<file path="src/cbez_pkg.sv">
// Shared constants for the cubic Bezier point evaluator.
package cbez_pkg;

  localparam int COORD_WIDTH_DEF     = 32;
  localparam int PARAM_FRAC_BITS_DEF = 16;

  // One lane per control point of the cubic curve.
  localparam int NUM_POINTS = 4;

endpackage

</file>
<file path="src/cbez_lane.sv">
// One lane: scales the x and y of one control point by its weight.
module cbez_lane
  import cbez_pkg::*;
#(
  parameter int COORD_WIDTH     = COORD_WIDTH_DEF,
  parameter int PARAM_FRAC_BITS = PARAM_FRAC_BITS_DEF
) (
  input  logic                                        clk,
  input  logic                                        load,
  input  logic signed [COORD_WIDTH-1:0]               coord_x,
  input  logic signed [COORD_WIDTH-1:0]               coord_y,
  input  logic        [PARAM_FRAC_BITS:0]             weight,
  output logic signed [COORD_WIDTH+PARAM_FRAC_BITS+1:0] prod_x,
  output logic signed [COORD_WIDTH+PARAM_FRAC_BITS+1:0] prod_y
);

  logic signed [PARAM_FRAC_BITS+1:0] weight_s;

  // Weight is unsigned; give it a zero sign bit before the signed product.
  assign weight_s = $signed({1'b0, weight});

  always_ff @(posedge clk) begin
    if (load) begin
      prod_x <= coord_x * weight_s;
      prod_y <= coord_y * weight_s;
    end
  end

endmodule

</file>
<file path="config.mk">
export PLATFORM = sky130hd
export DESIGN_NAME = cbez_lane
export DESIGN_NICKNAME = d
export VERILOG_FILES = /design/src/cbez_pkg.sv /design/src/cbez_lane.sv
export SDC_FILE = /design/constraint.sdc
export NUM_CORES = 2
export LEC_CHECK = 0
export BUFFER_PORTS_ARGS = -buffer_cell sky130_fd_sc_hd__buf_2
export CORE_ASPECT_RATIO = 0.6
export CORE_MARGIN = 2
export CORE_UTILIZATION = 64
export DETAILED_ROUTE_END_ITERATION = 8
export PLACE_DENSITY = 0.82
export SETUP_SLACK_MARGIN = 0.1
export SKIP_CTS_REPAIR_TIMING = 1
export SYNTH_ARGS = -nofsm -noshare
export SYNTH_HDL_FRONTEND = slang
export SYNTH_SLANG_ARGS = --single-unit
export TNS_END_PERCENT = 30
</file>
<file path="constraint.sdc">
create_clock -name clk -period 14.2 [get_ports clk]
set_clock_uncertainty 0.1 [all_clocks]
set_input_delay 1.42 -clock clk [delete_from_list [all_inputs] [get_ports clk]]
set_output_delay 1.42 -clock clk [all_outputs]
set_load 0.02 [all_outputs]
</file>
# == After elaboration in Yosys (flattened, before gate mapping) ==
# Cells that the tools add are included.
# totals
reg_bits,100
input_bits,83
output_inout_bits,100
wordCells,4
# classes
multipliers,2
# ops
cell,n
$mul 32x18->50,2

# == Depth between registers and ports, before layout ==
# logic_depth
depth_word,1
ltp_mapped,26

# == Worst setup path before layout ==
# Ideal clock, no wire load.
# synth_path
path_kind,input to register
from,input port weight[3]
to,"register prod_y[49], data pin"
arrival_ps,7444
t_required_ps,13835
slack_ps,6391
stages,25
cell_sequence,clkbuf_1 > clkbuf_1 > nand2_1 > fa_1 > inv_1 > fa_1 > inv_1 > fa_1 > fa_1 > inv_1 > fa_1 > inv_1 > fa_1 > inv_1 > ha_1 > buf_4 > a21o_1 > a21o_1 > a21o_1 > a21o_1 > a21o_2 > a21oi_1 > nor3b_1 > o31a_1 > nor3_1
# synth_via
elab_chain_cells,1
# synth_lines
item,line,source
"start, declared",cbez_lane.sv:12,"input logic [PARAM_FRAC_BITS:0] weight,"
$mul 32x18->50,cbez_lane.sv:25,prod_y <= coord_y * weight_s;
"end signal, assigned",cbez_lane.sv:25,
"end, declared",cbez_lane.sv:14,output logic signed [COORD_WIDTH+PARAM_FRAC_BITS+1:0] prod_y
# No other way between the ends.
# A chain may end at the register's enable or synchronous reset.

# == Worst setup path after layout ==
# layout_path
from,input port weight[11]
to,"register prod_x[46], data pin"
# layout_via
elab_chain_cells,1
# layout_lines
item,line,source
$mul 32x18->50,cbez_lane.sv:24,prod_x <= coord_x * weight_s;
"end signal, assigned",cbez_lane.sv:24,
"end, declared",cbez_lane.sv:13,"output logic signed [COORD_WIDTH+PARAM_FRAC_BITS+1:0] prod_x,"
# No other way between the ends.

==> summary.md <==
| Metric | Value |
|---|---|
| Status | `finished clean` |
| GRT overflow | `0` |
| Post-Syn Area per Cell | `9.26 µm²` |
| Syn Inst Count | `between 4000 and 5000` |
| IO Port Bufs | `182` |
| Die height | `202 µm` |
| I/O pins | `around 180` |
| Synth top area share | `50.1%` |
| Clock sink total | `100` |
| Final setup fails | `0` |
| Root Driver | `clkbuf_16` |
| HP Class | `primary input to register` |
| Largest net degree at the start of global routing | `65` |
| Initial antenna violation count | `9` |
| Worst path required time | `14.26 ns` |
| Number of synthesized flops with an enable pin | `100` |
| Iteration count of the initial detailed-routing pass | `8` |
| Post-synthesis sequential area ratio | `7.21%` |
| Post-synth ARST share | `0%` |
| Clk buf depth | `2` |
| Fin. Hold Viols | `0` |
| Top FF cell, synth | `edfxtp_1` |
| Synth Cell Area | `roughly 0.042 mm²` |
| Arr. time, crit path | `8.34 ns` |
| Area leader, netlist | `fa_1` |
| Vias per cell | `5.47` |
| Die footprint | `0.0672 mm²` |
| RSZ-0062 raised after global routing | `false` |
| Core Box Area | `0.0644 mm²` |
| Drt total wl | `102000 µm` |
| Crit share post-route | `58.3%` |
| Floorplan row count | `roughly 70` |
| P&R area growth vs syn | `4.05%` |
| Worst setup SP type | `primary input` |
| Max-Cap Viols | `0` |
| Ys Warns | `0` |
| #FFs+latches synth | `100` |
| Vias in the first global route | `approximately 32000` |
| Slew headroom | `43.2%` |
| Fraction of layout cells with a size suffix above 1 | `between 5 and 6%` |
| Global-route wire length before repair | `between 150000 and 200000 µm` |
| H-Tree Depth | `3` |
| Nets | `5869` |
| Final HPWL DP | `80400 µm` |
| Clock-pin transition on the worst setup and hold timing paths | `~0.08 ns` |
| Setup Total Neg Slack | `0 ns` |
| Total GRT Usage | `approximately 33%` |
| CP Capture Type | `register` |
| Residual DRC count | `0` |
| Top-count cell post-synth | `inv_1` |
| Synth cell types | `between 60 and 70` |
| Initial drt markers | `2514` |
| Total CTS buffers | `9` |
| Die W | `333 µm` |
| WL per Instance | `approximately 19 µm` |
| Antenna viol nets, final | `0` |
| Peak Freq | `121 MHz` |
| Pins Over Slew Limit | `0` |
| Initial Util | `about 65%` |
| Net Count, Synth | `5857` |
| Most frequent cells after synthesis | `inv_1, fa_1, and2_1` |
| Routability cong. | `0.926` |
| Crit Path Class | `primary input to register` |
| Worst-path fanout max | `between 40 and 50` |
| CTS tree | `yes` |
| Via count | `29400` |
| Actual transition at the worst max-transition pin | `0.851 ns` |
| Top post-synthesis cells by area | `fa_1, inv_1, and2_1` |
| Post-layout min period | `8.28 ns` |
[kinds of logic after synthesis]
logic type                 synth area share (%)
buffers and inverters                      13.4
AOI/OAI and AO/OA                          4.31
adders and majority gates                  57.2
DFF                                        7.21
xor gates and xnor gates                   1.96
and+or+nand+nor                            16.0
[layout by cell type (no fill, tap or decap), types with 9 or more instances in the layout]
cell and n:
xnor2_1 65, and2_1 649, edfxtp_1 100, nor2_1 54
buf_4 19, ha_1 236, nor3_1 11, buf_2 181
nand3_1 13, inv_1 1281, o21bai_1 9, nand2_1 491
a21o_1 47, nor2b_1 13, o21ai_0 41, fa_1 1042
o21a_1 15, nand4_1 11, a31oi_1 9, a211oi_1 11
clkbuf_16 9, xor2_1 28, a21oi_1 79
[cell type report]
class                           instances  area [µm²]
Antenna cell                            6        15.0
Timing Repair Buffer                  200        1050
Inverter                             1281        4810
Tap cell                              851        1060
Clock inverter                          7         104
Clock buffer                            9         225
Multi-Input combinational cell       2916       33100
Fill cell                            4937       21100
Sequential cell                       100        3000
[metal layers]
layer,GRT usage (%),share of wire (%)
met1,49.2,43
met2,46.2,41
met3,12.0,14
met4,5.24,1.2
met5,0,0.047
[flip-flops by register name, summed over array words and instances (netlist names)]
| signal | cells |
|---|---|
| prod_y | 50 |
| prod_x | 50 |
[critical path, cell delays in order]
cell and delay [ns]:
buf_2 0.38, buf_4 0.60, nand2_1 0.15, fa_1 0.51, inv_1 0.05, fa_1 0.48
fa_1 0.56, fa_1 0.47, fa_1 0.50, inv_1 0.05, fa_1 0.51, inv_1 0.05
ha_1 0.34, a211oi_1 0.34, o21ai_0 0.19, nor2_1 0.19, nor3b_1 0.10, o311ai_2 0.37
a21oi_1 0.18, o221ai_2 0.21, a31oi_1 0.17, a311oi_1 0.36, xnor2_1 0.10
[final timing paths]
kind  slack (ns)        from    endpoint  depth (start not counted)
max         5.92  weight[11]  prod_x[46]                         23
min         1.46  coord_y[0]   prod_y[0]                          2
[through the flow]
step / util, % / instances / hold slack, ns / setup slack, ns / area [µm²]
5_1_grt: 67.3 / 5368 / 1.47 / 5.56 / 43300
4_1_cts: 67.3 / 5364 / 1.43 / 6.05 / 43300
3_5_place_dp: 66.7 / 5348 / 1.76 / 5.59 / 43000
3_3_place_gp: 66.7 / 5348 / 1.76 / 5.80 / 43000
6_report: 67.3 / 5370 / 1.46 / 5.92 / 43300
2_1_floorplan: - / 4496 / 1.43 / 6.39 / 41600
Power is not shown: default switching activity piles up to over one toggle a cycle in this logic, so the estimate is an artifact.
