$ cat config.mk
export PLATFORM = sky130hd
export DESIGN_NAME = cbez_weight
export DESIGN_NICKNAME = d
export VERILOG_FILES = /design/src/cbez_pkg.sv /design/src/cbez_weight.sv
export SDC_FILE = /design/constraint.sdc
export NUM_CORES = 2
export LEC_CHECK = 0
export ABC_CLOCK_PERIOD_IN_PS = 16400
export BUFFER_PORTS_ARGS = -buffer_cell sky130_fd_sc_hd__clkbuf_2
export CORE_ASPECT_RATIO = 1.25
export CORE_UTILIZATION = 63
export CTS_CLUSTER_SIZE = 28
export DETAILED_ROUTE_END_ITERATION = 8
export PLACE_DENSITY = 0.8
export SETUP_SLACK_MARGIN = 0.15
export SYNTH_ARGS = -nofsm -noshare
export SYNTH_HDL_FRONTEND = slang
export SYNTH_SLANG_ARGS = --single-unit
$ cat constraint.sdc
create_clock -name clk -period 16.4 [get_ports clk]
set_clock_uncertainty 0.2 [all_clocks]
set_input_delay 2.46 -clock clk [delete_from_list [all_inputs] [get_ports clk]]
set_output_delay 2.46 -clock clk [all_outputs]
set_load 0.03 [all_outputs]
$ cat src/cbez_pkg.sv
// Shared constants for the cubic Bezier point evaluator.
package cbez_pkg;

  localparam int COORD_WIDTH_DEF     = 32;
  localparam int PARAM_FRAC_BITS_DEF = 16;

  // One lane per control point of the cubic curve.
  localparam int NUM_POINTS = 4;

endpackage

$ cat src/cbez_weight.sv
// Two-stage pipeline that forms the four rounded Bernstein weights from t.
module cbez_weight
  import cbez_pkg::*;
#(
  parameter int PARAM_FRAC_BITS = PARAM_FRAC_BITS_DEF
) (
  input  logic                     clk,
  input  logic                     load_a,
  input  logic                     load_b,
  input  logic [PARAM_FRAC_BITS:0] param_t,
  output logic [PARAM_FRAC_BITS:0] weight [NUM_POINTS]
);

  localparam int TW = PARAM_FRAC_BITS + 1;
  localparam int PW = 2 * TW + 2;
  localparam logic [TW-1:0] ONE  = TW'(1) << PARAM_FRAC_BITS;
  localparam logic [PW-1:0] HALF = PW'(1) << (PARAM_FRAC_BITS - 1);

  function automatic logic [TW-1:0] rnd_w(input logic [PW-1:0] v);
    logic [PW-1:0] s;
    s = (v + HALF) >> PARAM_FRAC_BITS;
    return s[TW-1:0];
  endfunction

  logic [TW-1:0]   t_clamp;
  logic [TW-1:0]   u_full;
  logic [2*TW-1:0] sq_t;
  logic [2*TW-1:0] sq_u;

  logic [TW-1:0] t_a;
  logic [TW-1:0] u_a;
  logic [TW-1:0] t2_a;
  logic [TW-1:0] u2_a;

  logic [2*TW-1:0] p0;
  logic [2*TW-1:0] p1;
  logic [2*TW-1:0] p2;
  logic [2*TW-1:0] p3;
  logic [PW-1:0]   p1_x3;
  logic [PW-1:0]   p2_x3;

  // Clamp t to one, then square t and 1-t.
  always_comb begin
    t_clamp = (param_t > ONE) ? ONE : param_t;
    u_full  = ONE - t_clamp;
    sq_t    = t_clamp * t_clamp;
    sq_u    = u_full * u_full;
  end

  always_ff @(posedge clk) begin
    if (load_a) begin
      t_a  <= t_clamp;
      u_a  <= u_full;
      t2_a <= rnd_w(PW'(sq_t));
      u2_a <= rnd_w(PW'(sq_u));
    end
  end

  // Cubic terms; the factor three is a shift and add.
  always_comb begin
    p0    = u2_a * u_a;
    p1    = u2_a * t_a;
    p2    = t2_a * u_a;
    p3    = t2_a * t_a;
    p1_x3 = PW'(p1) + (PW'(p1) << 1);
    p2_x3 = PW'(p2) + (PW'(p2) << 1);
  end

  always_ff @(posedge clk) begin
    if (load_b) begin
      weight[0] <= rnd_w(PW'(p0));
      weight[1] <= rnd_w(p1_x3);
      weight[2] <= rnd_w(p2_x3);
      weight[3] <= rnd_w(PW'(p3));
    end
  end

endmodule

# --- Yosys cells after proc, flatten, opt, wreduce, memory -nomap -nowiden ---
# Cells that the tools add are included.
totals:
  wordCells: 25
  inputBits: 20
  output_inout_bits: 68
  register_bits: 136
classes:
  magnitude_cmp: 1
  multipliers: 6
  muxes: 1
  addsub: 9
op_table:
  columns: ["op", "n"]
  rows:
  - ["adder 33 x 16 -> 33 bit, second input constant", 6]
  - ["multiplier 17 x 17 -> 33 bit", 6]
  - ["adder 33 bit", 2]
  - ["> comparator 17 bit, second input constant", 1]
  - ["two-way mux 17 bit", 1]
  - ["subtractor 17 bit, first input constant", 1]

# --- Logic depth before layout (Yosys ltp) ---
depth:
  ltp_word: 5
  ltp_mapped: 38
  mapped_depth_nobuf: 37

# --- Worst setup path after synthesis ---
# Ideal clock, no wire load.
synth_path:
  kind: "input to register"
  from: "input param_t[16]"
  to: "register u2_a[10], data pin"
  setup_time_ns: 0.258
  path_stages: 34
  setup_slack_ns: 5.840
  path_buffers: 6
  t_required_ns: 15.942
  arrival_ns: 10.102
  cell_sequence: "clkbuf_1 clkbuf_1 nor2b_1 clkbuf_1 inv_1 ha_1 buf_2 buf_1 nand2_1 mux2_2 o22ai_1 clkbuf_1 nand2_1 fa_1 inv_1 fa_1 inv_1 fa_1 inv_1 fa_1 fa_1 inv_1 fa_1 inv_1 ha_1 a22o_1 o41ai_1 o211ai_2 o31ai_2 nand2_1 a21boi_0 o21ai_0 a21oi_1 xnor2_1"
synth_via:
  elab_chain_cells: 5
synth_rtl:
  columns: ["item", "line", "text"]
  rows:
  - ["start: declaration", "cbez_weight.sv:10", "input logic [PARAM_FRAC_BITS:0] param_t,"]
  - ["> comparator 17 bit", "cbez_weight.sv:44", "t_clamp = (param_t > ONE) ? ONE : param_t;"]
  - ["two-way mux 17 bit", "cbez_weight.sv:44", null]
  - ["named net t_clamp[1]", "cbez_weight.sv:25", "logic [TW-1:0] t_clamp;"]
  - ["subtractor 17 bit", "cbez_weight.sv:45", "u_full = ONE - t_clamp;"]
  - ["named net u_full[8]", "cbez_weight.sv:26", "logic [TW-1:0] u_full;"]
  - ["multiplier 17 x 17 -> 33 bit", "cbez_weight.sv:47", "sq_u = u_full * u_full;"]
  - ["adder 33 x 16 -> 33 bit", "cbez_weight.sv:21", "s = (v + HALF) >> PARAM_FRAC_BITS;"]
  - ["end signal: assignment", "cbez_weight.sv:55", "u2_a <= rnd_w(PW'(sq_u));"]
  - ["end: declaration", "cbez_weight.sv:33", "logic [TW-1:0] u2_a;"]
# The timed path passes the listed nets, and every way through them passes these cells.
# A chain may end at the register's enable or synchronous reset.

# --- Worst setup path in the final report ---
layout_path:
  from: "input param_t[16]"
  to: "register u2_a[10], data pin"
layout_via:
  elab_chain_cells: 5
layout_rtl:
  columns: ["item", "line"]
  rows:
  - ["> comparator 17 bit", "cbez_weight.sv:44"]
  - ["two-way mux 17 bit (*)", "cbez_weight.sv:44"]
  - ["subtractor 17 bit (*)", "cbez_weight.sv:45"]
  - ["multiplier 17 x 17 -> 33 bit (*)", "cbez_weight.sv:47"]
  - ["adder 33 x 16 -> 33 bit (*)", "cbez_weight.sv:21"]
# Mark *: on every way between the ends. The rest lies on a longest branch, timed or not.

==> metrics.cfg <==
[yosys]
syn_inst = 6446
synth_most_common_cell = inv_1
muxShareOfSynthArea = 0.000549
postSynthAreaPerCell_um2 = 9.19
synth-edff-count = 135
synthXorXnorAreaFrac = 0.0283
yosys.area_share.simple = 0.139
yosys.area.top_type = fa_1
ys_async_sr_fraction = 0
synth_common_cells = 1661 x inv_1, 1278 x fa_1, 854 x nand2_1
synth_adder_area_share = 0.593
synth_compound_gate_area_share = 0.0479
synth_top_area_frac = 0.432
yosys_warnings = 0
synth_area_um2 = 59300
synth_seq_cells = 135
seq_area_frac_synth = 0.0684
synth_area_leaders = fa_1 43%, ha_1 16%, inv_1 11%
synthFlopType = edfxtp_1
synth_top_family_by_area = adder cells
synth_cell_type_count = 92

[cts]
h-tree-depth = 4
post_cts_buffers = 0
clock_sinks = 135
tritoncts = done
post_cts_resized = 0
cts_max_path_buffers = 2
cts_buffers = 17
cts_root_buf = clkbuf_16
clkLatencyLatePin_ns = 0.52
clk_pin_slew_worst_paths_ns = 0.07
hold_buffers = 0

[drt]
vias_per_cell = 5.63
firstDrtPassIters = 6
vias = 42900
wl_per_cell_um = 18.6
routed_wl_um = 141000
ant_nets = 0
drcViolationCount = 0
drt-initial-drc-count = 2825

[grt]
antenna_found_initial = 1
grt-ovfl-total = 0
grt_busiest_layer = met2
grt_pass1_vias = 47500
met1_usage = 0.372
grt_max_degree = 68
met3_usage = 0.0455
grt_use_met2 = 0.561
grt_pass1_wl_um = 235000
grt.total_usage = 0.313

[cells_and_area]
register_area_um2 = 4050
syn2layout_area_growth_pct = 3.73
nFillCells = 7261
drive_above_1_share = 0.0376
multi_input_area_um2 = 48000
fin_nets = 8456
diodes = 0
utilization = 0.660

[floorplan]
io_pins = 88
core_um2 = 93100
dieWidth_um = 276
die_h_um = 345
start_util = 0.637
dieArea_um2 = 95300
num_rows = 125

[place]
post-dp-hpwl_um = 111000
gp_congestion = 0.964
io_buffers = 87

[worst_setup_path]
crit_type = in2reg
crit_path_max_fanout = 24
worstPathRequired_ns = 16.47
start_kind = input pin
cpPeakStageDelay_ns = 0.55
cp.arrival_ns = 11.36
endpoint_kind = register
crit_slowest_cell = fa_1

[job]
drv_cap = 0

[timing]
setup_viol = 0
finalWorstPathRequiredPeriod_ns = 11.29
fmax_mhz = 88.6
slew-limit-headroom = 0.253
final.setup.tns_ns = 0
rsz0062_at_grt = no
worst_pin_slew_ns = 1.11
maxSlewViolCount = 0
finalCritPeriodShare = 0.688
hold_viol = 0

[hold_path]
hp-class = reg2reg

[status]
outcome = completed

==> cell usage in the layout, fill, tap and decap left out, types with 34 or more instances in the layout <==
master	Yosys	final
inv_1	1661	1661
fa_1	1278	1278
nand2_1	854	854
ha_1	765	765
and2_1	532	532
nor2_1	165	165
edfxtp_1	135	135
a21oi_1	125	125
xnor2_1	125	125
clkbuf_2	1	85
buf_4	1	80
o21ai_0	68	68
xor2_1	56	56
a21o_1	56	56
nor3_1	35	35
o21a_1	34	34
==> critical path: cells and delay by family <==
family / cells / cell delay (ns)
xor+xnor: 1 / 0.08
compound gates: 9 / 2.49
fa+ha+maj: 8 / 3.54
simple gates: 5 / 1.39
buf+inv: 9 / 1.38
==> flip-flops by register name, summed over array words and instances, names as in the netlist <==
name	flops
weight	68
t_a	17
u2_a	17
u_a	16
t2_a	17
==> metrics by stage <==
step	hold slack, ns	area, um^2	setup WS, ns	instances
6_report	1.22	61500	5.11	7612
2_1_floorplan	0.719	59300	5.84	6468
3_3_place_gp	1.16	60900	4.96	7580
4_1_cts	1.22	61500	5.24	7612
5_1_grt	1.27	61500	4.57	7612
3_5_place_dp	1.21	60900	4.63	7580
==> per-layer routing <==
layer / part of all wire / vias up
met5: 0.000085 / -
met4: 0.048 / 2
met3: 0.069 / 455
met2: 0.51 / 1777
met1: 0.37 / 21700
li1: - / 19000
==> logic make-up after synthesis <==
| kind of cell | count (synthesis) |
|---|---|
| adder cells (fa/ha/maj) | 2043 |
| multiplexers | 3 |
| flip-flops | 135 |
| buffers and inverters | 1930 |
| XOR/XNOR | 185 |
| AO/OA/AOI/OAI | 425 |
| other | 2 |
| AND/OR/NAND/NOR | 1723 |
==> final timing paths <==
| kind | startpoint | endpoint | slack [ns] | depth (start not counted) |
|---|---|---|---|---|
| max | param_t[16] | u2_a[10] | 5.11 | 32 |
| min | u2_a[16] | weight[67] | 1.22 | 6 |
| max reg2reg | t_a[2] | weight[50] | 7.08 | 34 |
| min reg2reg | u2_a[16] | weight[67] | 1.22 | 6 |
==> area by class of cell <==
type | instances | share of cell area
Sequential cell | 135 | 0.0660
Multi-Input combinational cell | 4403 | 0.781
Inverter | 1670 | 0.102
Tap cell | 1206 | 0.0246
Timing Repair Buffer | 166 | 0.0168
Clock inverter | 15 | 0.00252
Clock buffer | 17 | 0.00692
Power is left out: the tool's default activity adds up to more than one toggle a clock period on the data nets, which glitch-free logic cannot reach.
