===== src/cbez_pkg.sv =====
// Shared constants for the cubic Bezier point evaluator.
package cbez_pkg;

  localparam int COORD_WIDTH_DEF     = 32;
  localparam int PARAM_FRAC_BITS_DEF = 16;

  // One lane per control point of the cubic curve.
  localparam int NUM_POINTS = 4;

endpackage


===== src/cbez_merge.sv =====
// Merge stage: sums the lane products of one axis, rounds and saturates.
module cbez_merge
  import cbez_pkg::*;
#(
  parameter int COORD_WIDTH     = COORD_WIDTH_DEF,
  parameter int PARAM_FRAC_BITS = PARAM_FRAC_BITS_DEF
) (
  input  logic                                          clk,
  input  logic                                          load,
  input  logic signed [COORD_WIDTH+PARAM_FRAC_BITS+1:0] prod [NUM_POINTS],
  output logic signed [COORD_WIDTH-1:0]                 point
);

  localparam int LW = COORD_WIDTH + PARAM_FRAC_BITS + 2;
  localparam int SW = LW + 2;
  localparam logic signed [SW-1:0] HALF = SW'(1) << (PARAM_FRAC_BITS - 1);
  localparam logic signed [SW-1:0] CMAX =
    $signed({{(SW-COORD_WIDTH+1){1'b0}}, {(COORD_WIDTH-1){1'b1}}});
  localparam logic signed [SW-1:0] CMIN = ~CMAX;

  logic signed [SW-1:0] sum;
  logic signed [SW-1:0] scaled;
  logic signed [SW-1:0] sat;

  always_comb begin
    sum = HALF;
    for (int i = 0; i < NUM_POINTS; i++) begin
      sum = sum + SW'(prod[i]);
    end
    scaled = sum >>> PARAM_FRAC_BITS;
    if (scaled > CMAX) begin
      sat = CMAX;
    end else if (scaled < CMIN) begin
      sat = CMIN;
    end else begin
      sat = scaled;
    end
  end

  always_ff @(posedge clk) begin
    if (load) begin
      point <= sat[COORD_WIDTH-1:0];
    end
  end

endmodule


===== config.mk =====
export PLATFORM = sky130hd
export DESIGN_NAME = cbez_merge
export DESIGN_NICKNAME = d
export VERILOG_FILES = /design/src/cbez_pkg.sv /design/src/cbez_merge.sv
export SDC_FILE = /design/constraint.sdc
export NUM_CORES = 1
export LEC_CHECK = 0
export BUFFER_PORTS_ARGS = -buffer_cell sky130_fd_sc_hd__clkbuf_2
export CAP_MARGIN = 0
export CORE_ASPECT_RATIO = 0.8
export CORE_MARGIN = 10
export CORE_UTILIZATION = 40
export CTS_CLUSTER_DIAMETER = 120
export CTS_CLUSTER_SIZE = 12
export DETAILED_ROUTE_END_ITERATION = 12
export PLACE_DENSITY = 0.65
export SETUP_SLACK_MARGIN = 0.15
export SYNTH_ARGS = -nofsm -noshare
export SYNTH_HDL_FRONTEND = slang
export SYNTH_SLANG_ARGS = --single-unit

===== constraint.sdc =====
create_clock -name clk -period 6.1 [get_ports clk]
set_input_delay 1.22 -clock clk [delete_from_list [all_inputs] [get_ports clk]]
set_output_delay 1.22 -clock clk [all_outputs]
set_load 0.02 [all_outputs]

== Word level (Yosys, flattened, before mapping) ==
Index checks and enable logic that the tools add are counted.

* Magnitude comparators: 2
* Add/subtract/negate cells: 4
* Muxes and demuxes: 1

{| class="wikitable"
|+ Operator list
! operator !! number
|-
| 52-bit by 50-bit adder with 52-bit output || 2
|-
| 51-bit by 50-bit adder with 52-bit output || 1
|-
| 17-bit by 50-bit adder with 51-bit output (first input constant) || 1
|-
| 36-bit by 32-bit > comparator with 1-bit output (second input constant) || 1
|-
| 36-bit by 32-bit < comparator with 1-bit output (second input constant) || 1
|-
| 32-bit two-way mux || 1
|}

* Input port bits: 202
* Word-level logic and storage cells: 8
* Output and inout bits: 32
* Flip-flop bits (word level): 32

== Longest topological paths before layout ==
Gate-level depths: netlist (run 1).

* Depth after elaboration: 6
* Gate-level depth with buffers: 18
* Depth with buffers taken out: 15

== Least setup slack after synthesis (run 1) ==
OpenSTA, ideal clock, no wires.

* Path kind: input to register
* Start: input port prod[14] (netlist name)
* End: register point[16] (data pin)
* Slack: 794 ps
* Setup time: 272 ps
* Cell stages on the path: 15
* Arrival: 5,035 ps
* Path buffers: 1
* Required time: 5,828 ps
* Cell sequence: inv_1 -> fa_1 -> inv_1 -> fa_1 -> fa_1 -> ha_1 -> o21a_1 -> o2111a_1 -> o41a_2 -> a41oi_4 -> nor4b_2 -> a211oi_1 -> a211oi_2 -> buf_4 -> o32ai_2

* Word-level cells in the longest chain between the ends: 3
* Elaborated cells between the ends (all ways): 4
* Classes of those cells: add/sub (1); order compare (2); mux (1)

{| class="wikitable"
|+ RTL lines
! element !! RTL line !! RTL
|-
| start: declaration || cbez_merge.sv:10 || <nowiki>input logic signed [COORD_WIDTH+PARAM_FRAC_BITS+1:0] prod [NUM_POINTS],</nowiki>
|-
| 52-bit by 50-bit adder with 52-bit output * || cbez_merge.sv:28 || <nowiki>sum = sum + SW'(prod[i]);</nowiki>
|-
| 36-bit by 32-bit < comparator with 1-bit output || cbez_merge.sv:33 || <nowiki>end else if (scaled < CMIN) begin</nowiki>
|-
| 32-bit two-way mux || cbez_merge.sv:33 ||
|-
| end signal: assignment || cbez_merge.sv:42 || <nowiki>point <= sat[COORD_WIDTH-1:0];</nowiki>
|-
| end: declaration || cbez_merge.sv:11 || <nowiki>output logic signed [COORD_WIDTH-1:0] point</nowiki>
|}

Mark *: on every way between the ends. The rest lies on a longest branch, timed or not.
A chain may end at the register's enable or synchronous reset.

== Worst setup path after layout (run 1) ==
* Start: input port prod[21] (netlist name)
* End: register point[4] (data pin)

Same word-level chain as after synthesis.

==> impl_metrics.json, run 1 <==
{
  "status": "finished, final reports clean",
  "avgViaCountPerCell": 5.05,
  "cts.sinks": 32,
  "clk_pin_slew_ns": 0.05,
  "yosysWarnings": 0,
  "hold_violations": 0,
  "path_max_fanout": 31,
  "synthCells": 787,
  "largestRegisters": "point (32)",
  "fin_nets": 1415,
  "drcViolationCount": 0,
  "synth_edf_count": 32,
  "whs_ns": 1.73,
  "cts_setup_buffers": 0,
  "synth_cell_type_count": 67,
  "worst_ep_arrival_time_ns": 5.56,
  "place_area_um2": 8700,
  "antenna_found_initial": 0,
  "routed_wl_um": 19700,
  "slew_viol_final": 0,
  "multiInputGateArea_um2": 5460,
  "path_cells": "clkbuf_2, inv_1, fa_1, inv_1, fa_1, ha_1, ha_1, nand2_2, nor4_2, o311ai_1, a21oi_1, nor2_1, and4_1, or4_4, a211oi_4, buf_12, o22ai_1",
  "port_buffers": 233,
  "crit_required_ns": 6.10,
  "area_growth_pct": 22.1,
  "cts_tree": "built",
  "p_per_area_nw_per_um2": 419,
  "synth_async_sr_flop_share": 0,
  "h-tree-depth": 2,
  "num_vias": 6272,
  "synth_seq_area_share": 0.133,
  "seq_area_um2": 961,
  "grt_usage": 0.164,
  "cts_resized": 0,
  "cap_violations": 0,
  "synth_area_um2": 7240,
  "diodes": 0,
  "fin_area_um2": 8840,
  "synth-seq-cells": 32,
  "critPathMaxStageDelay_ns": 0.54,
  "place_congestion": 0.931,
  "first_iter_violations": 356,
  "core_area_um2": 17500,
  "io-pin-count": 234,
  "cts_made_buffers": 5,
  "hold_path.class": "input pin to flop",
  "synth_nets": 1186,
  "root_buffer": "clkbuf_16",
  "largest_reg_flops": 32,
  "fp.dieW_um": 170,
  "start_kind": "input pin",
  "relSlewSlack": 0.470,
  "worst_pin_slew_ns": 0.795,
  "drt_pre_antenna_iters": 5,
  "grt_setup_unrepaired": "no",
  "chipHeight_um": 140,
  "min_period_ns": 5.56,
  "setup_viol": 0,
  "regMostFlops": "point",
  "initial_core_util": 0.413,
  "overflow": 0,
  "postCtsHoldBufs": 0,
  "hpwl_um": 17800,
  "drive_gt1_frac": 0.265,
  "die-area_um2": 23900,
  "cts_buffer_depth": 2,
  "n_fill_cell": 1704,
  "ant_nets": 0,
  "irDropWorstVdd_mv": 0.199,
  "crit_family": "adder cells",
  "clock.fmax_mhz": 180,
  "num_rows": 43,
  "endpoint_kind": "flop",
  "tns_ns": 0,
  "grt_max_degree": 33,
  "worst-setup-path-type": "input pin to flop",
  "wl_per_cell_um": 15.9,
  "critical_path_buf_inv_count": 4,
  "grt_pass1_wl_um": 32700,
  "synth.avg_cell_area_um2": 9.20,
  "grt_pass1_vias": 6579,
  "ys.flop_type": "edfxtp_1",
  "period_share": 0.911,
  "p_leak_nw": 4.70,
  "crit_slowest_cell": "or4_4"
}
report_power, final:
group	total [mW]	internal, mW	switching (mW)	leakage, nW
Clock	0.238	0.148	0.0897	0.0710
Sequential	0.507	0.472	0.0348	0.315
Combinational	2.95	1.19	1.77	4.31
Total	3.70	1.81	1.89	4.70
final timing paths:
kind	from	to	cells after the start
setup / recovery	prod[21]	point[4]	17
hold / removal	load	point[30]	1
synthesized netlist by cell type, types with 9 or more instances:
| cell | number | area (um2) |
|---|---|---|
| fa_1 | 100 | 2000 |
| o21a_1 | 11 | 82.6 |
| o22ai_1 | 30 | 188 |
| ha_1 | 97 | 1210 |
| and3_1 | 13 | 81.3 |
| a21oi_1 | 41 | 205 |
| nor2_1 | 21 | 78.8 |
| nand3_1 | 14 | 70.1 |
| inv_1 | 189 | 709 |
| o211ai_1 | 9 | 67.6 |
| xnor2_1 | 15 | 131 |
| edfxtp_1 | 32 | 961 |
| buf_2 | 12 | 60.1 |
| xor2_1 | 17 | 149 |
| nand2_1 | 44 | 165 |
| o21ai_0 | 24 | 120 |
layout by cell type (no fill, tap or decap), types with 7 or more instances in the layout:
cell type / instances
a211oi_1: 8
a21o_1: 7
a21oi_1: 41
and3_1: 13
buf_4: 8
clkbuf_2: 233
edfxtp_1: 32
fa_1: 100
ha_1: 97
inv_1: 189
nand2_1: 44
nand3_1: 14
nor2_1: 21
o211ai_1: 9
o21a_1: 11
o21ai_0: 24
o21bai_1: 7
o22ai_1: 30
xnor2_1: 15
xor2_1: 17
per-layer routing:
layer | GRT usage | wire [um]
met1 | 0.243 | 9700
met2 | 0.243 | 8280
met3 | 0.0418 | 1720
met4 | 0.0106 | 51
met5 | 0 | 0
metrics by stage:
stage | cells | setup slack, ns | power [mW] | util
6_report | 1242 | 0.540 | 3.70 | 0.504
3_3_place_gp | 1234 | 0.308 | 3.41 | 0.496
2_1_floorplan | 787 | 0.794 | 2.59 | -
3_5_place_dp | 1234 | 0.226 | 3.44 | 0.496
5_1_grt | 1242 | 0.268 | 4.06 | 0.504
4_1_cts | 1242 | 0.528 | 3.70 | 0.504
logic make-up (layout without fill, tap and decap cells):
logic type | count (synthesis) | in the layout | synth area share
AOI/OAI and AO/OA | 186 | 186 | 0.179
xor gates and xnor gates | 32 | 32 | 0.0387
adders and majority gates | 197 | 197 | 0.444
buffers and inverters | 211 | 441 | 0.114
DFF | 32 | 32 | 0.133
muxes | 2 | 2 | 0.00277
and+or+nand+nor | 127 | 127 | 0.0890
layout make-up:
cell class | instances | share of cell area
Clock inverter | 3 | 0.00156
Sequential cell | 32 | 0.109
Multi-Input combinational cell | 544 | 0.618
Inverter | 189 | 0.0803
Timing Repair Buffer | 244 | 0.146
Clock buffer | 5 | 0.0142
Tap cell | 225 | 0.0319
Note: power is estimated with default switching activity, not from simulation.
==> run 2: changes to the inputs <==
--- a/config.mk
+++ b/config.mk
@@ -5,7 +5,7 @@
 export SDC_FILE = /design/constraint.sdc
 export NUM_CORES = 1
 export LEC_CHECK = 0
-export BUFFER_PORTS_ARGS = -buffer_cell sky130_fd_sc_hd__clkbuf_2
+export BUFFER_PORTS_ARGS = -buffer_cell sky130_fd_sc_hd__buf_2
 export CAP_MARGIN = 0
 export CORE_ASPECT_RATIO = 0.8
 export CORE_MARGIN = 10
==> constraint.sdc (replaced) <==
create_clock -name clk -period 6.1 [get_ports clk]
set_input_delay 1.22 -clock clk [delete_from_list [all_inputs] [get_ports clk]]
set_output_delay 1.22 -clock clk [all_outputs]
set_load 0.01 [all_outputs]
==> impl_metrics.json, run 2 (same netlist as run 1, synthesis figures left out) <==
{
  "cts_buffer_depth": 2,
  "cts_resized": 0,
  "p_comb_frac": 0.797,
  "ant_nets": 0,
  "chipHeight_um": 140,
  "cts_setup_buffers": 0,
  "period_share": 0.920,
  "hold_violations": 0,
  "largestRegisters": "point (32)",
  "path_max_fanout": 31,
  "diodes": 0,
  "path_cells": "buf_2, inv_1, fa_1, inv_1, fa_1, ha_1, ha_1, nand2_1, nor4_2, o311ai_1, a21oi_1, nor2_1, and4_1, or4_4, a41oi_2, buf_12, o22ai_1",
  "largest_reg_flops": 32,
  "regMostFlops": "point",
  "route.met3.wl_um": 1800,
  "grt_pass1_wl_um": 33000,
  "initial_core_util": 0.413,
  "whs_path_depth": 1,
  "drt-met1-wl_um": 9590,
  "place_congestion": 0.937,
  "whs_ns": 1.55,
  "power_switching_mw": 1.80,
  "grt_setup_unrepaired": "no",
  "crit_family": "adder cells",
  "irDropWorstVdd_mv": 0.267,
  "fin_nets": 1415,
  "worst_pin_slew_ns": 0.726,
  "antenna_found_initial": 0,
  "intPower_mw": 1.81,
  "critPathMaxStageDelay_ns": 0.54,
  "routed_wl_um": 20000,
  "cts.sinks": 32,
  "num_rows": 43,
  "clock.fmax_mhz": 178,
  "hold_path_end": "point[30]",
  "worst-setup-path-type": "input pin to flop",
  "postCtsHoldBufs": 0,
  "overflow": 0,
  "core_area_um2": 17500,
  "cap_violations": 0,
  "final_cell_mix": "buf_2, inv_1, fa_1, ha_1, nand2_1",
  "fp.dieW_um": 170,
  "first_iter_violations": 448,
  "p_sw_frac": 0.498,
  "min_from": "load",
  "seq_power_share": 0.139,
  "die-area_um2": 23900,
  "min_period_ns": 5.61,
  "critical_path_buf_inv_count": 4,
  "worst_ep_arrival_time_ns": 5.62,
  "drt_pre_antenna_iters": 4,
  "seq_area_um2": 961,
  "cts_made_buffers": 5,
  "io-pin-count": 234,
  "grt_usage": 0.166,
  "crit_required_ns": 6.11,
  "clk_pin_slew_ns": 0.05,
  "p_per_area_nw_per_um2": 408,
  "crit_slowest_cell": "fa_1",
  "root_buffer": "clkbuf_16",
  "maxUsedRoutingLayer": "met4",
  "area_growth_pct": 22.0,
  "clkPwrFrac": 0.064,
  "num_vias": 6319,
  "drive_gt1_frac": 0.263,
  "n_fill_cell": 1740,
  "grt_max_degree": 33,
  "avgViaCountPerCell": 5.09,
  "slew_viol_final": 0,
  "wl_met2_um": 8490,
  "grt_pass1_vias": 6611,
  "status": "finished, final reports clean",
  "start_kind": "input pin",
  "cts_tree": "built",
  "tns_ns": 0,
  "drcViolationCount": 0,
  "relSlewSlack": 0.516,
  "layout_commonest_cell": "buf_2",
  "setup_viol": 0,
  "wl_per_cell_um": 16.1,
  "p_leak_nw": 4.64,
  "hpwl_um": 17900,
  "endpoint_kind": "flop",
  "port_buffers": 233,
  "hold_path.class": "input pin to flop",
  "multiInputGateArea_um2": 5460,
  "h-tree-depth": 2
}
==> run 2: changes by cell type in the layout (fill, tap and decap cells not counted), sizes merged <==
| cell | previous run | this run |
|---|---|---|
| clkbuf | 238 | 5 |
| buf | 11 | 244 |
| clkinv | 3 | 2 |
==> run 2: final cells by class <==
class / count / share of cell area
multi-input cells: 544 / 0.618
clock inverters: 2 / 0.000850
flip-flops and latches: 32 / 0.109
inverters: 189 / 0.0803
clock buffers: 5 / 0.0142
repair buffers: 244 / 0.146
well taps: 225 / 0.0319
==> run 2: power groups by stage <==
| stage | Clock [mW] | Sequential [mW] | Combinational (mW) |
|---|---|---|---|
| 4_1_cts | 0.231 | 0.504 | 2.87 |
| 6_report | 0.230 | 0.502 | 2.87 |
| 2_1_floorplan | 0 | 0.568 | 1.93 |
| 3_3_place_gp | 0 | 0.502 | 2.82 |
| 3_5_place_dp | 0 | 0.508 | 2.85 |
| 5_1_grt | 0.241 | 0.514 | 3.22 |
==> run 2: worst max path at each step <==
stage	from	endpoint	slack (ns)	depth (start not counted)
finish	prod[17]	point[30]	0.49	17
global route	prod[17]	point[8]	0.20	17
CTS	prod[17]	point[4]	0.52	17
detailed placement	prod[14]	point[4]	0.24	17
global placement	prod[21]	point[8]	0.29	17
floorplan	prod[14]	point[16]	0.79	15
==> run 2: stage by stage <==
step	area, um2	power (mW)	setup WS [ns]	util	cells
global placement	8700	3.32	0.287	0.496	1234
floorplan	7240	2.50	0.794	-	787
CTS	8830	3.61	0.515	0.503	1241
detailed placement	8700	3.36	0.239	0.496	1234
finish	8830	3.60	0.489	0.503	1241
global route	8830	3.97	0.202	0.503	1241
==> run 2: layer usage <==
metal | track usage | up-vias
met5 | 0 | -
met4 | 0.0207 | 0
met3 | 0.0449 | 10
met2 | 0.247 | 231
met1 | 0.240 | 2965
li1 | - | 3113
==> run 3: changes to the inputs <==
--- a/config.mk
+++ b/config.mk
@@ -8,7 +8,7 @@
 export BUFFER_PORTS_ARGS = -buffer_cell sky130_fd_sc_hd__buf_2
 export CAP_MARGIN = 0
 export CORE_ASPECT_RATIO = 0.8
-export CORE_MARGIN = 10
+export CORE_MARGIN = 3
 export CORE_UTILIZATION = 40
 export CTS_CLUSTER_DIAMETER = 120
 export CTS_CLUSTER_SIZE = 12
==> impl_metrics.json, run 3 (same netlist as run 1, synthesis figures left out) <==
{
  "status": "finished, final reports clean",
  "worst-setup-path-type": "input pin to flop",
  "hold_path_end": "point[28]",
  "initial_core_util": 0.413,
  "hold_violations": 0,
  "cap_violations": 0,
  "min_from": "load",
  "overflow": 0,
  "antenna_found_initial": 0,
  "routed_wl_um": 18000,
  "io-pin-count": 234,
  "crit_required_ns": 6.11,
  "irDropWorstVdd_mv": 0.344,
  "fp.dieW_um": 156,
  "grt_pass1_wl_um": 29300,
  "core_area_um2": 17500,
  "worst_pin_slew_ns": 0.703,
  "chipHeight_um": 126,
  "port_buffers": 233,
  "die-area_um2": 19800,
  "min_period_ns": 5.77,
  "cts_buffer_depth": 2,
  "place_congestion": 0.917,
  "drive_gt1_frac": 0.265,
  "hpwl_um": 16000,
  "busiest_layer": "met1",
  "endpoint_kind": "flop",
  "final_cell_mix": "buf_2, inv_1, fa_1, ha_1, nand2_1",
  "use_met2": 0.269,
  "ant_nets": 0,
  "largest_reg_flops": 32,
  "first_iter_violations": 331,
  "start_kind": "input pin",
  "final_util": 0.504,
  "relSlewSlack": 0.532,
  "clk_pin_slew_ns": 0.05,
  "gr-usage-met1": 0.293,
  "grt_max_degree": 33,
  "cts_made_buffers": 5,
  "grt_setup_unrepaired": "no",
  "drt_pre_antenna_iters": 5,
  "path_max_fanout": 31,
  "num_rows": 43,
  "worst_ep_arrival_time_ns": 5.77,
  "fin_nets": 1415,
  "largestRegisters": "point (32)",
  "wl_per_cell_um": 14.5,
  "grt_pass1_vias": 6029,
  "grt_usage": 0.181,
  "drcViolationCount": 0,
  "critPathMaxStageDelay_ns": 0.54,
  "clock.fmax_mhz": 173,
  "crit_slowest_cell": "or4_4",
  "regMostFlops": "point",
  "slew_viol_final": 0,
  "diodes": 0,
  "p_leak_nw": 4.65,
  "tns_ns": 0,
  "root_buffer": "clkbuf_16",
  "hold_path.class": "input pin to flop",
  "path_cells": "buf_2, inv_1, fa_1, inv_1, fa_1, fa_1, ha_1, nand2_1, nor4_2, o311ai_1, a21oi_1, nor2_1, and4_1, or4_4, a211oi_4, buf_12, o22ai_1",
  "period_share": 0.945,
  "p_per_area_nw_per_um2": 404,
  "grt_util_met3": 0.0225,
  "layout_commonest_cell": "buf_2",
  "avgViaCountPerCell": 5.00,
  "num_vias": 6205,
  "n_fill_cell": 1736,
  "cts_resized": 0,
  "h-tree-depth": 2,
  "setup_viol": 0,
  "cts_tree": "built",
  "cts.sinks": 32,
  "postCtsHoldBufs": 0,
  "cp_common_cell": "fa_1",
  "cts_setup_buffers": 0,
  "whs_path_depth": 1,
  "area_growth_pct": 22.1
}
[run 3: cell types whose count changed in the layout (fill, tap and decap cells not counted), sizes merged]
cell    before  now
clkinv       2    3
[run 3: report_power, final]
group	total [mW]	leakage (nW)	switching, mW	internal [mW]
Combinational	2.83	4.26	1.65	1.19
Sequential	0.507	0.315	0.0351	0.472
Clock	0.232	0.0710	0.0838	0.148
[run 3: area by class of cell]
cell class              count  area (um2)  area share
repair buffers            244        1290       0.146
flip-flops and latches     32         961       0.109
clock buffers               5         125      0.0142
well taps                 225         282      0.0319
inverters                 189         709      0.0803
multi-input cells         544        5460       0.618
clock inverters             3        13.8     0.00156
[run 3: worst max path at each step]
| stage | startpoint | to | slack [ns] | cells past startpoint |
|---|---|---|---|---|
| after floorplan | prod[14] | point[16] | 0.79 | 15 |
| after global placement | prod[21] | point[29] | 0.14 | 17 |
| after detailed placement | prod[14] | point[27] | 0.14 | 17 |
| after CTS | prod[21] | point[27] | 0.40 | 17 |
| after global routing | prod[14] | point[27] | 0.20 | 17 |
| final | prod[14] | point[27] | 0.33 | 17 |
[run 3: stage by stage]
stage / worst slack (ns) / hold slack [ns] / cells / total power, mW / cell area [um2]
floorplan: 0.794 / 1.33 / 787 / 2.50 / 7240
global placement: 0.140 / 1.64 / 1234 / 3.31 / 8700
detailed placement: 0.140 / 1.64 / 1234 / 3.33 / 8700
CTS: 0.402 / 1.55 / 1242 / 3.58 / 8840
global route: 0.196 / 1.58 / 1242 / 3.93 / 8840
finish: 0.334 / 1.54 / 1242 / 3.57 / 8840
[run 3: routing by layer]
| metal | wire length, um | vias up |
|---|---|---|
| met4 | 59 | 0 |
| li1 | - | 3121 |
| met2 | 7370 | 218 |
| met1 | 9340 | 2860 |
| met5 | 0 | - |
| met3 | 1250 | 6 |
[run 3: worst max-delay path, delay by kind of cell]
family	cells	cell delay, ns
simple gates	5	1.55
buf+inv	4	0.39
compound gates	4	0.86
fa+ha+maj	4	1.72
